[config.mk]
export PLATFORM = sky130hd
export DESIGN_NAME = murmur64b_hash64_core
export DESIGN_NICKNAME = d
export VERILOG_FILES = /design/src/rtl/mh64b_pkg.sv /design/src/rtl/mh64b_front.sv /design/src/rtl/mh64b_queue.sv /design/src/rtl/mh64b_back.sv /design/src/rtl/murmur64b_hash64_core.sv
export SDC_FILE = /design/constraint.sdc
export NUM_CORES = 1
export LEC_CHECK = 0
export BUFFER_PORTS_ARGS = -buffer_cell sky130_fd_sc_hd__buf_2
export CAP_MARGIN = 0
export CORE_MARGIN = 1.5
export CORE_UTILIZATION = 55
export DETAILED_ROUTE_END_ITERATION = 10
export MAX_ROUTING_LAYER = met4
export PLACE_DENSITY = 0.73
export SYNTH_ARGS = -nofsm -noshare
export SYNTH_HDL_FRONTEND = slang
export SYNTH_SLANG_ARGS = --single-unit
[constraint.sdc]
create_clock -name clk -period 15.9 [get_ports clk]
set_input_delay 2.385 -clock clk [delete_from_list [all_inputs] [get_ports clk]]
set_output_delay 2.385 -clock clk [all_outputs]
set_load 0.1 [all_outputs]
[src/rtl/mh64b_pkg.sv]
// mh64b_pkg: shared types and constants of the murmur64b_hash64 block
// used by the front, queue, back and top level; depends on nothing
package mh64b_pkg;

    localparam logic [31:0] MIX_MUL     = 32'h5bd1e995;
    localparam int unsigned MIX_SHIFT   = 24;
    localparam int unsigned FIN_SHIFT_0 = 18;
    localparam int unsigned FIN_SHIFT_1 = 22;
    localparam int unsigned FIN_SHIFT_2 = 17;
    localparam int unsigned FIN_SHIFT_3 = 19;
    localparam logic [31:0] SEED_RESET  = 32'h7fffffff;

    localparam int unsigned IN_TDATA_W  = 72;
    localparam int unsigned OUT_TDATA_W = 64;

    localparam logic STATUS_OK    = 1'b0;
    localparam logic STATUS_EMPTY = 1'b1;

    typedef enum logic [1:0] {
        OP_NONE,
        OP_FOLD,
        OP_TAIL,
        OP_EMPTY
    } op_kind_t;

    typedef struct packed {
        op_kind_t    kind;
        logic        restart;
        logic        last;
        logic [31:0] word;
        logic [31:0] init;
    } op_t;

endpackage

[src/rtl/mh64b_front.sv]
// mh64b_front: input word classification and seed register
// depends on mh64b_pkg
module mh64b_front (
    input  logic                                   clk,
    input  logic                                   rst_n,
    input  logic                                   s_tvalid,
    output logic                                   s_tready,
    input  logic [mh64b_pkg::IN_TDATA_W-1:0]       s_tdata,
    input  logic                                   s_tlast,
    input  logic                                   s_tuser,
    input  logic                                   cfg_valid,
    output logic                                   cfg_ready,
    input  logic [31:0]                            cfg_data,
    output logic                                   push_valid,
    input  logic                                   push_ready,
    output mh64b_pkg::op_t                         push_op
);
    import mh64b_pkg::*;

    logic [31:0] seed_reg;
    logic [31:0] seed_next;
    logic [31:0] word;
    logic [2:0]  count;
    logic [31:0] klen;
    logic [31:0] mask;
    op_kind_t    kind;

    assign word  = s_tdata[31:0];
    assign count = s_tdata[34:32];
    assign klen  = s_tdata[66:35];

    assign cfg_ready = 1'b1;
    assign seed_next = cfg_valid ? cfg_data : seed_reg;

    always_ff @(posedge clk or negedge rst_n)
    begin
        if (!rst_n)
        begin
            seed_reg <= SEED_RESET;
        end
        else
        begin
            seed_reg <= seed_next;
        end
    end

    always_comb
    begin
        case (count)
            3'd1:    mask = 32'h000000ff;
            3'd2:    mask = 32'h0000ffff;
            3'd3:    mask = 32'h00ffffff;
            default: mask = 32'hffffffff;
        endcase
    end

    always_comb
    begin
        if (s_tuser && (klen == 32'd0))
        begin
            kind = OP_EMPTY;
        end
        else if (count[2])
        begin
            kind = OP_FOLD;
        end
        else if (s_tlast && (count != 3'd0))
        begin
            kind = OP_TAIL;
        end
        else
        begin
            kind = OP_NONE;
        end
    end

    assign push_op.kind    = kind;
    assign push_op.restart = s_tuser;
    assign push_op.last    = s_tlast;
    assign push_op.word    = (kind == OP_TAIL) ? (word & mask) : word;
    assign push_op.init    = klen ^ seed_reg;

    assign push_valid = s_tvalid;
    assign s_tready   = push_ready;

endmodule

[src/rtl/mh64b_queue.sv]
// mh64b_queue: short queue of classified words between front and back
// depends on mh64b_pkg
module mh64b_queue #(
    parameter int DEPTH = 2
) (
    input  logic           clk,
    input  logic           rst_n,
    input  logic           push_valid,
    output logic           push_ready,
    input  mh64b_pkg::op_t push_op,
    output logic           pop_valid,
    input  logic           pop_ready,
    output mh64b_pkg::op_t pop_op
);
    import mh64b_pkg::*;

    localparam int PTR_W = (DEPTH > 1) ? $clog2(DEPTH) : 1;
    localparam int CNT_W = $clog2(DEPTH + 1);

    op_t              mem_reg [DEPTH];
    logic [PTR_W-1:0] wr_ptr_reg;
    logic [PTR_W-1:0] wr_ptr_next;
    logic [PTR_W-1:0] rd_ptr_reg;
    logic [PTR_W-1:0] rd_ptr_next;
    logic [CNT_W-1:0] count_reg;
    logic [CNT_W-1:0] count_next;
    logic             do_push;
    logic             do_pop;

    assign push_ready = (count_reg != CNT_W'(DEPTH));
    assign pop_valid  = (count_reg != '0);
    assign pop_op     = mem_reg[rd_ptr_reg];
    assign do_push    = push_valid && push_ready;
    assign do_pop     = pop_valid && pop_ready;

    always_comb
    begin
        wr_ptr_next = wr_ptr_reg;
        rd_ptr_next = rd_ptr_reg;
        count_next  = count_reg;
        if (do_push)
        begin
            wr_ptr_next = (wr_ptr_reg == PTR_W'(DEPTH - 1)) ? '0 : wr_ptr_reg + 1'b1;
        end
        if (do_pop)
        begin
            rd_ptr_next = (rd_ptr_reg == PTR_W'(DEPTH - 1)) ? '0 : rd_ptr_reg + 1'b1;
        end
        if (do_push && !do_pop)
        begin
            count_next = count_reg + 1'b1;
        end
        else if (do_pop && !do_push)
        begin
            count_next = count_reg - 1'b1;
        end
    end

    always_ff @(posedge clk or negedge rst_n)
    begin
        if (!rst_n)
        begin
            wr_ptr_reg <= '0;
            rd_ptr_reg <= '0;
            count_reg  <= '0;
        end
        else
        begin
            wr_ptr_reg <= wr_ptr_next;
            rd_ptr_reg <= rd_ptr_next;
            count_reg  <= count_next;
        end
    end

    always_ff @(posedge clk)
    begin
        if (do_push)
        begin
            mem_reg[wr_ptr_reg] <= push_op;
        end
    end

endmodule

[src/rtl/mh64b_back.sv]
// mh64b_back: lane state, shared multiplier sequencer and output register
// depends on mh64b_pkg
module mh64b_back (
    input  logic                                clk,
    input  logic                                rst_n,
    input  logic                                pop_valid,
    output logic                                pop_ready,
    input  mh64b_pkg::op_t                      pop_op,
    output logic                                m_tvalid,
    input  logic                                m_tready,
    output logic [mh64b_pkg::OUT_TDATA_W-1:0]   m_tdata,
    output logic                                m_tuser
);
    import mh64b_pkg::*;

    typedef enum logic [2:0] {
        ST_IDLE,
        ST_FOLD_A,
        ST_FOLD_B,
        ST_FOLD_C,
        ST_TAIL,
        ST_LOAD,
        ST_MIX,
        ST_EMIT
    } state_t;

    state_t      state_reg, state_next;
    op_t         op_reg, op_next;
    logic [31:0] lane1_reg, lane1_next;
    logic [31:0] lane2_reg, lane2_next;
    logic        odd_reg, odd_next;
    logic [31:0] t_reg, t_next;
    logic [31:0] h1_reg, h1_next;
    logic [31:0] h2_reg, h2_next;
    logic [1:0]  step_reg, step_next;
    logic        status_reg, status_next;
    logic        m_valid_reg, m_valid_next;
    logic [63:0] m_data_reg, m_data_next;
    logic        m_user_reg, m_user_next;
    logic [31:0] mul_in;
    logic [31:0] product;

    // shared 32x32 multiplier, low word only
    always_comb
    begin
        case (state_reg)
            ST_FOLD_A: mul_in = op_reg.word;
            ST_FOLD_B: mul_in = t_reg ^ (t_reg >> MIX_SHIFT);
            ST_FOLD_C: mul_in = odd_reg ? lane2_reg : lane1_reg;
            ST_TAIL:   mul_in = lane2_reg ^ op_reg.word;
            ST_MIX:
            begin
                case (step_reg)
                    2'd0:    mul_in = h1_reg ^ (h2_reg >> FIN_SHIFT_0);
                    2'd1:    mul_in = h2_reg ^ (h1_reg >> FIN_SHIFT_1);
                    2'd2:    mul_in = h1_reg ^ (h2_reg >> FIN_SHIFT_2);
                    default: mul_in = h2_reg ^ (h1_reg >> FIN_SHIFT_3);
                endcase
            end
            default:   mul_in = '0;
        endcase
    end

    assign product = 32'(mul_in * MIX_MUL);

    assign pop_ready = (state_reg == ST_IDLE);

    always_comb
    begin
        state_next   = state_reg;
        op_next      = op_reg;
        lane1_next   = lane1_reg;
        lane2_next   = lane2_reg;
        odd_next     = odd_reg;
        t_next       = t_reg;
        h1_next      = h1_reg;
        h2_next      = h2_reg;
        step_next    = step_reg;
        status_next  = status_reg;
        m_valid_next = m_valid_reg;
        m_data_next  = m_data_reg;
        m_user_next  = m_user_reg;

        if (m_valid_reg && m_tready)
        begin
            m_valid_next = 1'b0;
        end

        case (state_reg)
            ST_IDLE:
            begin
                if (pop_valid)
                begin
                    op_next = pop_op;
                    if (pop_op.kind == OP_EMPTY)
                    begin
                        h1_next     = '0;
                        h2_next     = '0;
                        status_next = STATUS_EMPTY;
                        state_next  = ST_EMIT;
                    end
                    else
                    begin
                        status_next = STATUS_OK;
                        if (pop_op.restart)
                        begin
                            lane1_next = pop_op.init;
                            lane2_next = '0;
                            odd_next   = 1'b0;
                        end
                        case (pop_op.kind)
                            OP_FOLD: state_next = ST_FOLD_A;
                            OP_TAIL: state_next = ST_TAIL;
                            default: state_next = pop_op.last ? ST_LOAD : ST_IDLE;
                        endcase
                    end
                end
            end
            ST_FOLD_A:
            begin
                t_next     = product;
                state_next = ST_FOLD_B;
            end
            ST_FOLD_B:
            begin
                t_next     = product;
                state_next = ST_FOLD_C;
            end
            ST_FOLD_C:
            begin
                if (odd_reg)
                begin
                    lane2_next = product ^ t_reg;
                end
                else
                begin
                    lane1_next = product ^ t_reg;
                end
                odd_next   = ~odd_reg;
                state_next = op_reg.last ? ST_LOAD : ST_IDLE;
            end
            ST_TAIL:
            begin
                lane2_next = product;
                state_next = op_reg.last ? ST_LOAD : ST_IDLE;
            end
            ST_LOAD:
            begin
                h1_next    = lane1_reg;
                h2_next    = lane2_reg;
                step_next  = '0;
                state_next = ST_MIX;
            end
            ST_MIX:
            begin
                if (step_reg[0])
                begin
                    h2_next = product;
                end
                else
                begin
                    h1_next = product;
                end
                step_next = step_reg + 1'b1;
                if (step_reg == 2'd3)
                begin
                    state_next = ST_EMIT;
                end
            end
            ST_EMIT:
            begin
                if (!m_valid_reg || m_tready)
                begin
                    m_valid_next = 1'b1;
                    m_data_next  = {h1_reg, h2_reg};
                    m_user_next  = status_reg;
                    state_next   = ST_IDLE;
                end
            end
            default:
            begin
                state_next = ST_IDLE;
            end
        endcase
    end

    always_ff @(posedge clk or negedge rst_n)
    begin
        if (!rst_n)
        begin
            state_reg   <= ST_IDLE;
            op_reg      <= '0;
            lane1_reg   <= '0;
            lane2_reg   <= '0;
            odd_reg     <= 1'b0;
            t_reg       <= '0;
            h1_reg      <= '0;
            h2_reg      <= '0;
            step_reg    <= '0;
            status_reg  <= STATUS_OK;
            m_valid_reg <= 1'b0;
            m_data_reg  <= '0;
            m_user_reg  <= STATUS_OK;
        end
        else
        begin
            state_reg   <= state_next;
            op_reg      <= op_next;
            lane1_reg   <= lane1_next;
            lane2_reg   <= lane2_next;
            odd_reg     <= odd_next;
            t_reg       <= t_next;
            h1_reg      <= h1_next;
            h2_reg      <= h2_next;
            step_reg    <= step_next;
            status_reg  <= status_next;
            m_valid_reg <= m_valid_next;
            m_data_reg  <= m_data_next;
            m_user_reg  <= m_user_next;
        end
    end

    assign m_tvalid = m_valid_reg;
    assign m_tdata  = m_data_reg;
    assign m_tuser  = m_user_reg;

endmodule

[src/rtl/murmur64b_hash64_core.sv]
// murmur64b_hash64_core: streaming 64-bit murmur hash (two 32-bit lanes)
// depends on mh64b_pkg, mh64b_front, mh64b_queue, mh64b_back
//
// usage
//  - s_* carries key words: tdata = data_word, byte_count, key_length;
//    tuser = first word of a key, tlast = last word of a key
//  - m_* carries one result per key: tdata = hash, tuser = status
//    (1 when a first word has key length zero, hash then zero)
//  - cfg_* writes the seed; take it only while the block is idle
//  - front classifies each word and pushes it into a queue of
//    QUEUE_DEPTH entries; back runs one shared 32x32 multiplier
//  - back steps per word: full word pop + three multiplies, short tail
//    word pop + one multiply, other words pop only; back pops the next
//    word only once it is idle again
//  - a last word adds lane copy, four mix multiplies and output load
//  - an empty key goes from the queue straight to the output load
//  - reset clears the lanes and the queue and sets the seed to 0x7fffffff
//  - a stalled m_tready holds the result; back keeps working until its
//    next result, then s_tready drops once the queue is full
module murmur64b_hash64_core #(
    parameter int QUEUE_DEPTH = 2
) (
    input  logic                                clk,
    input  logic                                rst_n,
    input  logic                                s_tvalid,
    output logic                                s_tready,
    // data_word[31:0], byte_count[34:32], key_length[66:35], zero pad
    input  logic [mh64b_pkg::IN_TDATA_W-1:0]    s_tdata,
    input  logic                                s_tlast,
    // first_item
    input  logic                                s_tuser,
    output logic                                m_tvalid,
    input  logic                                m_tready,
    // hash_value[63:0]
    output logic [mh64b_pkg::OUT_TDATA_W-1:0]   m_tdata,
    // status
    output logic                                m_tuser,
    input  logic                                cfg_valid,
    output logic                                cfg_ready,
    input  logic [31:0]                         cfg_data
);
    import mh64b_pkg::*;

    op_t  push_op;
    op_t  pop_op;
    logic push_valid;
    logic push_ready;
    logic pop_valid;
    logic pop_ready;

    mh64b_front u_front (
        .clk        (clk),
        .rst_n      (rst_n),
        .s_tvalid   (s_tvalid),
        .s_tready   (s_tready),
        .s_tdata    (s_tdata),
        .s_tlast    (s_tlast),
        .s_tuser    (s_tuser),
        .cfg_valid  (cfg_valid),
        .cfg_ready  (cfg_ready),
        .cfg_data   (cfg_data),
        .push_valid (push_valid),
        .push_ready (push_ready),
        .push_op    (push_op)
    );

    mh64b_queue #(
        .DEPTH (QUEUE_DEPTH)
    ) u_queue (
        .clk        (clk),
        .rst_n      (rst_n),
        .push_valid (push_valid),
        .push_ready (push_ready),
        .push_op    (push_op),
        .pop_valid  (pop_valid),
        .pop_ready  (pop_ready),
        .pop_op     (pop_op)
    );

    mh64b_back u_back (
        .clk       (clk),
        .rst_n     (rst_n),
        .pop_valid (pop_valid),
        .pop_ready (pop_ready),
        .pop_op    (pop_op),
        .m_tvalid  (m_tvalid),
        .m_tready  (m_tready),
        .m_tdata   (m_tdata),
        .m_tuser   (m_tuser)
    );

endmodule

* After elaboration in Yosys (flattened, before gate mapping)
Memory sizes are Yosys's and may differ from the RTL's.
Cells that the tools add are included.
** Storage, ports and cells
- Flip-flop bits (word level) :: 302
- Input bits :: 111
- RAM bits :: 136
- Memories kept :: 1
- Output and inout bits :: 68
** Memory list
- u_queue.mem_reg :: words 2, width 68, rd ports 1, clocked after memory_dff 0, write ports 1, RTL line mh64b_queue.sv:20 : op_t mem_reg [DEPTH];
** Operators by class
- Equal/unequal tests :: 28
- Reduce and logical (&&, ||, !) cells :: 31
- Muxes and demuxes :: 47
- Add/sub/neg operators :: 5
- $mul :: 1
- Bitwise logic cells :: 10
** Operators by type and width (count)
- $pmux 32 s3 :: 5
- $mux 32 :: 14
- $pmux 32 s5 :: 1
- $xor 32x32->32 :: 3
- $pmux 32 s2 :: 1
- $and 32x32->32 :: 1
- $logic_not 32->1 :: 1
- $mul 32x31->32 const B :: 1
- $xor 32x10->32 :: 1
- $xor 32x13->32 :: 1
- $xor 32x14->32 :: 1
- $xor 32x15->32 :: 1
- $xor 32x8->32 :: 1
- $pmux 3 s7 :: 1
- $mux 3 :: 6
- $ne 2x1->1 const B :: 7
- $eq 3x2->1 const B :: 4
- $eq 3x3->1 const B :: 4
- $reduce_and 4->1 :: 3
- $mux 1 :: 11
- $eq 2x2->1 const B :: 5
- $mux 2 :: 5
- $reduce_and 5->1 :: 2
- $reduce_bool 3->1 :: 3
- 19 further kinds :: 39

* Longest topological paths before layout
Gate-level depths: netlist of the first run.
- Depth after elaboration :: 7
- Depth in mapped cells :: 36
- Gate-level depth less buffers :: 33

* By module
Synthesis of the first run repeated with hierarchy kept, for this count alone.
** Second synthesis, totals
- Cell total of the unflattened synthesis :: 2828
- Area total of the unflattened synthesis :: 30118.9 µm²
** By module, submodules not included
- mh64b_back :: times used 1, seq. area each 6656.4 µm², cells each 2436, area an instance 23040.8 µm²
- mh64b_queue :: times used 1, seq. area each 4184.0 µm², cells each 230, area an instance 5143.7 µm²
- mh64b_front :: times used 1, seq. area each 839.6 µm², cells each 162, area an instance 1934.4 µm²

* Worst setup path before layout of the first run
No wires, ideal clock.
- Kind :: reg2reg
- Start :: reg u_back.step_reg[0]
- End :: reg u_back.lane2_reg[28]
- Clock period less this slack :: 8430 ps
- Cell stages (with the launch flop) :: 34
- Library setup time :: 126 ps
- Data arrival time :: 8304 ps
- Path slack :: 7470 ps
- Cell sequence :: dfrtp_1 > buf_2 > inv_1 > ha_1 > clkbuf_1 > clkbuf_1 > a222oi_1 > nor2_1 > a21oi_1 > o211ai_1 > fa_1 > ha_1 > inv_1 > fa_1 > inv_1 > ha_1 > fa_1 > fa_1 > fa_1 > inv_1 > fa_1 > inv_1 > ha_1 > clkbuf_1 > nand3_1 > nor2_1 > a221o_1 > a221oi_1 > a21boi_1 > nor3_1 > o41ai_2 > xor2_1 > nor3_1 > a221o_1
** On the way
- Word-level cells in the longest chain between the ends :: 7
** RTL lines
- start: declaration :: RTL line mh64b_back.sv:35 : logic [1:0] step_reg, step_next;
- start signal: assignment :: RTL line mh64b_back.sv:215 : step_reg <= step_next;
- $eq 2x2->1 (tied with other cells) :: RTL line mh64b_back.sv:53 : case (step_reg)
- $pmux 32 s3 (*) :: RTL line mh64b_back.sv:53
- $pmux 32 s5 (*) :: RTL line mh64b_back.sv:46 : case (state_reg)
- $mul 32x31->32 (*) :: RTL line mh64b_back.sv:64 : assign product = 32'(mul_in * MIX_MUL);
- $xor 32x32->32 :: RTL line mh64b_back.sv:133 : lane2_next = product ^ t_reg;
- $mux 32 :: RTL line mh64b_back.sv:131 : if (odd_reg)
- $pmux 32 s3 (*) :: RTL line mh64b_back.sv:89 : case (state_reg)
- end signal: assignment :: RTL line mh64b_back.sv:210 : lane2_reg <= lane2_next;
- end: declaration :: RTL line mh64b_back.sv:30 : logic [31:0] lane2_reg, lane2_next;
Mark *: on every way between the ends. The rest lies on a longest branch, timed or not. The select of a mux whose other input is x is not followed.
A chain may end at the register's enable or synchronous reset.

* Final worst setup path of the first run
- Start :: reg u_back.state_reg[2]
- End :: reg u_back.lane2_reg[28]
** On the way
- Word-level cells in the longest chain between the ends :: 6
** RTL lines
- start: declaration :: RTL line mh64b_back.sv:27 : state_t state_reg, state_next;
- start signal: assignment :: RTL line mh64b_back.sv:207 : state_reg <= state_next;
- $eq 3x3->1 (tied with other cells) :: RTL line mh64b_back.sv:46
- $pmux 32 s5 :: RTL line mh64b_back.sv:46
- $mul 32x31->32 :: RTL line mh64b_back.sv:64
- $xor 32x32->32 :: RTL line mh64b_back.sv:133
- $mux 32 :: RTL line mh64b_back.sv:131
- $pmux 32 s3 :: RTL line mh64b_back.sv:89
Several ways; a longest one is shown, not always the timed one. The select of a mux whose other input is x is not followed.

==> results of run 1 <==
==> layer usage <==
metal	vias up	track usage, %	wire [um]
met5	-	-	0
met4	0	18.28	5536
met3	270	4.784	6360
met2	942	51.19	40410
met1	10850	40.71	33740
li1	9876	-	-
==> critical path: cells and delay by family, from the launching register on <==
family | cells | cell delay [ps]
and+or+nand+nor | 8 | 2460
adders and majority gates | 9 | 3860
buffers and inverters | 7 | 1140
DFF | 1 | 750
xor gates and xnor gates | 1 | 360
AOI/OAI and AO/OA | 6 | 2060
==> per-stage QoR <==
step	instance area, um^2	setup slack, ps
floorplan	29730	7470
global placement	31290	5450
detailed placement	31290	5397
CTS	32970	5362
global route	32970	4818
finish	32970	5094
==> path summary, 6_finish.rpt <==
path	start	endpoint	slack, ps	depth (start not counted)
worst max-delay path	u_back.state_reg[2]	u_back.lane2_reg[28]	5090	31
worst min-delay path	u_back.m_tuser	u_back.m_tuser	500	1
max in group asynchronous	rst_n	u_queue.rd_ptr_reg	12290	2
worst min register to register	u_back.m_tuser	u_back.m_tuser	500	1
min in group asynchronous	rst_n	u_back.m_tdata[62]	1860	1
worst max register to register	u_back.state_reg[2]	u_back.lane2_reg[28]	5090	31
==> cells by family (layout without fill, tap and decap cells) <==
group | count (synthesis) | in the layout
AND/OR/NAND/NOR | 572 | 572
adder cells (fa/ha/maj) | 406 | 406
AO/OA/AOI/OAI | 554 | 554
multiplexers | 196 | 196
other | 1 | 2
buffers and inverters | 511 | 669
XOR/XNOR | 180 | 180
flip-flops | 438 | 438
==> final cells by class <==
cell class | instances | area [um^2]
diodes | 1 | 2.502
clock buffers | 58 | 1277
clock inverters | 26 | 397.9
fillers | 4395 | 20630
inverters | 379 | 1423
multi-input cells | 1909 | 16170
flip-flops and latches | 438 | 11680
well taps | 696 | 870.8
repair buffers | 206 | 1139
==> cell usage in the layout, fill, tap and decap left out, types with 54 or more instances in the layout <==
| cell | n |
|---|---|
| o21ai_0 | 198 |
| a21oi_1 | 163 |
| edfxtp_1 | 136 |
| nor2_1 | 214 |
| nand2_1 | 220 |
| fa_1 | 181 |
| ha_1 | 225 |
| xor2_1 | 118 |
| xnor2_1 | 54 |
| dfrtp_1 | 270 |
| mux2i_1 | 86 |
| mux2_2 | 110 |
| inv_1 | 378 |
| buf_2 | 171 |
==> impl_metrics.json, run 1 <==
{
  "status": "completed",
  "cts_sinks": 438,
  "worstSetupPathType": "reg -> reg",
  "syn_avg_cell_area_um2": 10.40,
  "synth-xor-area-share_pct": 5.622,
  "rsz0062_at_grt": "no",
  "fin_tns_setup_ps": 0,
  "synth_area_leaders": "dfrtp_1 (23%), edfxtp_1 (14%), fa_1 (12%)",
  "cts_resized": 0,
  "cp_max_fo": 25,
  "synth_edf_count": 136,
  "numCtsBuffers": 45,
  "largest_reg_flops": 136,
  "fin_crit_sh_pct": 67.96,
  "overflow": 0,
  "grt_pass1_vias": 22400,
  "crit_path_frequent_cell": "fa_1",
  "grt_pass1_wl_um": 133100,
  "cts_tree": "done",
  "setup_violations": 0,
  "clock-skew-final_ps": 12.29,
  "wl_per_cell_um": 23.18,
  "path_clk_slew_ps": 60,
  "synth_top_family_by_area": "adder cells",
  "num_io_pins": 179,
  "vias_per_cell": 5.908,
  "cp.arrival_ps": 11270,
  "cts_root_buf": "clkbuf_16",
  "grt_start_max_net_pins": 185,
  "gp_congestion": 0.9714,
  "layoutNonFillerInstCount": 3713,
  "required_ps": 16360,
  "fin_util_pct": 61.51,
  "synth_most_common_cell": "inv_1",
  "dp_hpwl_um": 63860,
  "io_buffers": 172,
  "drt_iter0_drc": 2402,
  "yosysWarnings": 0,
  "synthSimpleGateAreaFrac_pct": 8.282,
  "async_reset_ff_share_pct": 68.95,
  "vias": 21940,
  "firstDrtPassIters": 8,
  "min_path_type": "reg -> reg",
  "drive_gt1_share_pct": 15.19,
  "remaining_drc_errors": 0,
  "die_h_um": 235.5,
  "core_area_um2": 53600,
  "holdWs_ps": 502.2,
  "post-cts-setup-buffers": 0,
  "worstSetupStartpointType": "flop",
  "antenna_found_initial": 0,
  "fp.dieW_um": 235.5,
  "holdBufCountCts": 0,
  "slew_viol_final": 0,
  "clockBufferDepth": 3,
  "drv_cap": 0,
  "clk_latency_ps": 580,
  "ys_types": 81,
  "grt.total_usage_pct": 32.60,
  "dp.cells": 3628,
  "yosys.area_share.adder_pct": 21.66,
  "yosys_most_used_dff": "dfrtp_1",
  "ys_seq_area_share_pct": 39.28,
  "crit_path_end_kind": "flop",
  "synth_top_area_share_pct": 22.81,
  "synth.mux.area_fraction_pct": 7.061,
  "wl_um": 86050,
  "ys_seq_elements": 438,
  "slowest_delay_ps": 1040,
  "dieArea_um2": 55460,
  "synthesis.nets": 3375,
  "relSlewSlack_pct": 15.10,
  "start_util_pct": 55.47,
  "syn_inst": 2858,
  "fin_crit_ps": 10810,
  "finalHoldViolations": 0,
  "crit_path_top_delay_cell": "nor3_1",
  "fmax_ghz": 0.09254,
  "syn_area_um2": 29730,
  "antenna_left": 0,
  "synth_compound_area_share_pct": 11.48,
  "syn_to_final_growth_pct": 10.88,
  "htreeDepth": 2,
  "rows": 85,
  "worst_slew_pin_slew_ps": 1264,
  "yosysTopAreaCell": "dfrtp_1",
  "synth.top_cells.by_count": "inv_1 (378), dfrtp_1 (271), ha_1 (225)",
  "nets": 3496
}
Power of run 1 is left out: the tool's default activity adds up to more than one toggle a clock period on the data nets, which glitch-free logic cannot reach.
==> run 2, diff against run 1 <==
Clock period 15.9 ns to 10.1 ns, I/O delays scaled along.
==> impl_metrics.json, run 2 (synthesis results as in run 1) <==
{
  "io_buffers": 172,
  "crit_path_frequent_cell": "inv_1",
  "crit_path_top_delay_cell": "ha_1",
  "wl_per_cell_um": 23.39,
  "fin_crit_sh_pct": 94.49,
  "worstSetupStartpointType": "flop",
  "dp_hpwl_um": 68190,
  "holdBufCountCts": 0,
  "reg2regPathDepth": 31,
  "numCtsBuffers": 46,
  "fin_crit_ps": 9543,
  "clk_latency_ps": 590,
  "fmax_ghz": 0.1048,
  "overflow": 0,
  "start_util_pct": 55.47,
  "worstSetupPathType": "reg -> reg",
  "grt_start_max_net_pins": 112,
  "core_area_um2": 53600,
  "largest_reg_flops": 136,
  "dieArea_um2": 55460,
  "setup_violations": 0,
  "min_path_type": "reg -> reg",
  "relSlewSlack_pct": 28.51,
  "mostFrequentLayoutCells": "inv_1 (378), dfrtp_1 (270), ha_1 (225), nand2_1 (220), nor2_1 (214)",
  "n_antenna_cell": 0,
  "wl_um": 89110,
  "grt_pass1_vias": 23200,
  "antenna_found_initial": 2,
  "vias_per_cell": 5.884,
  "cts_tree": "done",
  "fin_tns_setup_ps": 0,
  "cp_max_fo": 17,
  "slowest_delay_ps": 680,
  "required_ps": 10570,
  "status": "completed",
  "htreeDepth": 2,
  "syn_to_final_growth_pct": 12.65,
  "remaining_drc_errors": 0,
  "drt_iter0_drc": 2316,
  "crit_family": "adder cells",
  "die_h_um": 235.5,
  "nets": 3594,
  "cts_sinks": 438,
  "crit_path_end_kind": "flop",
  "fp.dieW_um": 235.5,
  "vias": 22420,
  "holdWs_ps": 503.0,
  "num_io_pins": 179,
  "cts_resized": 0,
  "grt.total_usage_pct": 34.01,
  "firstDrtPassIters": 8,
  "clock-skew-final_ps": 30.41,
  "slew_viol_final": 0,
  "drv_cap": 0,
  "post-cts-setup-buffers": 0,
  "worst_slew_pin_slew_ps": 1072,
  "path_clk_slew_ps": 60,
  "cp_num_buf_inv": 10,
  "cts_root_buf": "clkbuf_16",
  "hold_path_depth": 1,
  "grt_pass1_wl_um": 138200,
  "finalHoldViolations": 0,
  "gp_congestion": 0.9716,
  "rsz0062_at_grt": "no",
  "critical_path_depth": 31,
  "drive_gt1_share_pct": 17.60,
  "cp.arrival_ps": 10020,
  "rows": 85,
  "antenna_left": 0,
  "fillCellCount": 4374,
  "clockBufferDepth": 3,
  "mostFrequentLayoutCell": "inv_1"
}
run 2: cell count changes in the layout (fill, tap and decap cells not counted), moves of 2 or more:
cell	before	now
clkbuf_1	5	10
clkinv_1	3	6
bufinv_16	10	3
buf_4	33	130
clkbuf_8	6	4
run 2: layout make-up:
cell class | count | area [um^2] | share of cell area [%]
tap | 696 | 870.8 | 2.600
inverter | 379 | 1423 | 4.247
multi-input combinational | 1909 | 16170 | 48.29
clock inverter | 25 | 231.5 | 0.6911
sequential | 438 | 11680 | 34.88
timing repair buffer | 303 | 1867 | 5.574
clock buffer | 60 | 1244 | 3.713
run 2: per-stage QoR:
stage          cell area, um^2  setup WS, ps  std cells  util, %
6_report                 33490         556.6       3810    62.49
5_1_grt                  33490         266.3       3810    62.49
4_1_cts                  33490         614.7       3810    62.49
3_5_place_dp             32020         657.5       3725    59.73
3_3_place_gp             32020         744.6       3725    59.73
2_1_floorplan            29730          1670       2858        -
run 2: metal layers:
layer | vias to the layer above | GRT usage (%) | wire length, um
met3 | 278 | 4.644 | 6013
met2 | 925 | 53.84 | 42070
li1 | 10070 | - | -
met4 | 0 | 18.98 | 6052
met5 | - | - | 0
met1 | 11140 | 42.38 | 34980
run 2: worst reg2reg max path: cells and delay by family (launching register included):
kind / cells / cell delay [ps]
adder cells (fa/ha/maj): 10 / 4730
AO/OA/AOI/OAI: 7 / 2620
buffers and inverters: 10 / 910
flip-flops: 1 / 420
AND/OR/NAND/NOR: 3 / 420
XOR/XNOR: 1 / 330
run 2: worst paths after layout:
path | start | end | slack, ps
max | u_back.step_reg[0] | u_back.lane2_reg[28] | 560
min | u_back.m_tdata[16] | u_back.m_tdata[16] | 500
max reg2reg | u_back.step_reg[0] | u_back.lane2_reg[28] | 560
min reg2reg | u_back.m_tdata[16] | u_back.m_tdata[16] | 500
max in group asynchronous | rst_n | u_back.h1_reg[25] | 6950
min in group asynchronous | rst_n | u_back.m_tdata[55] | 990
Power of run 2 is left out for the same reason.
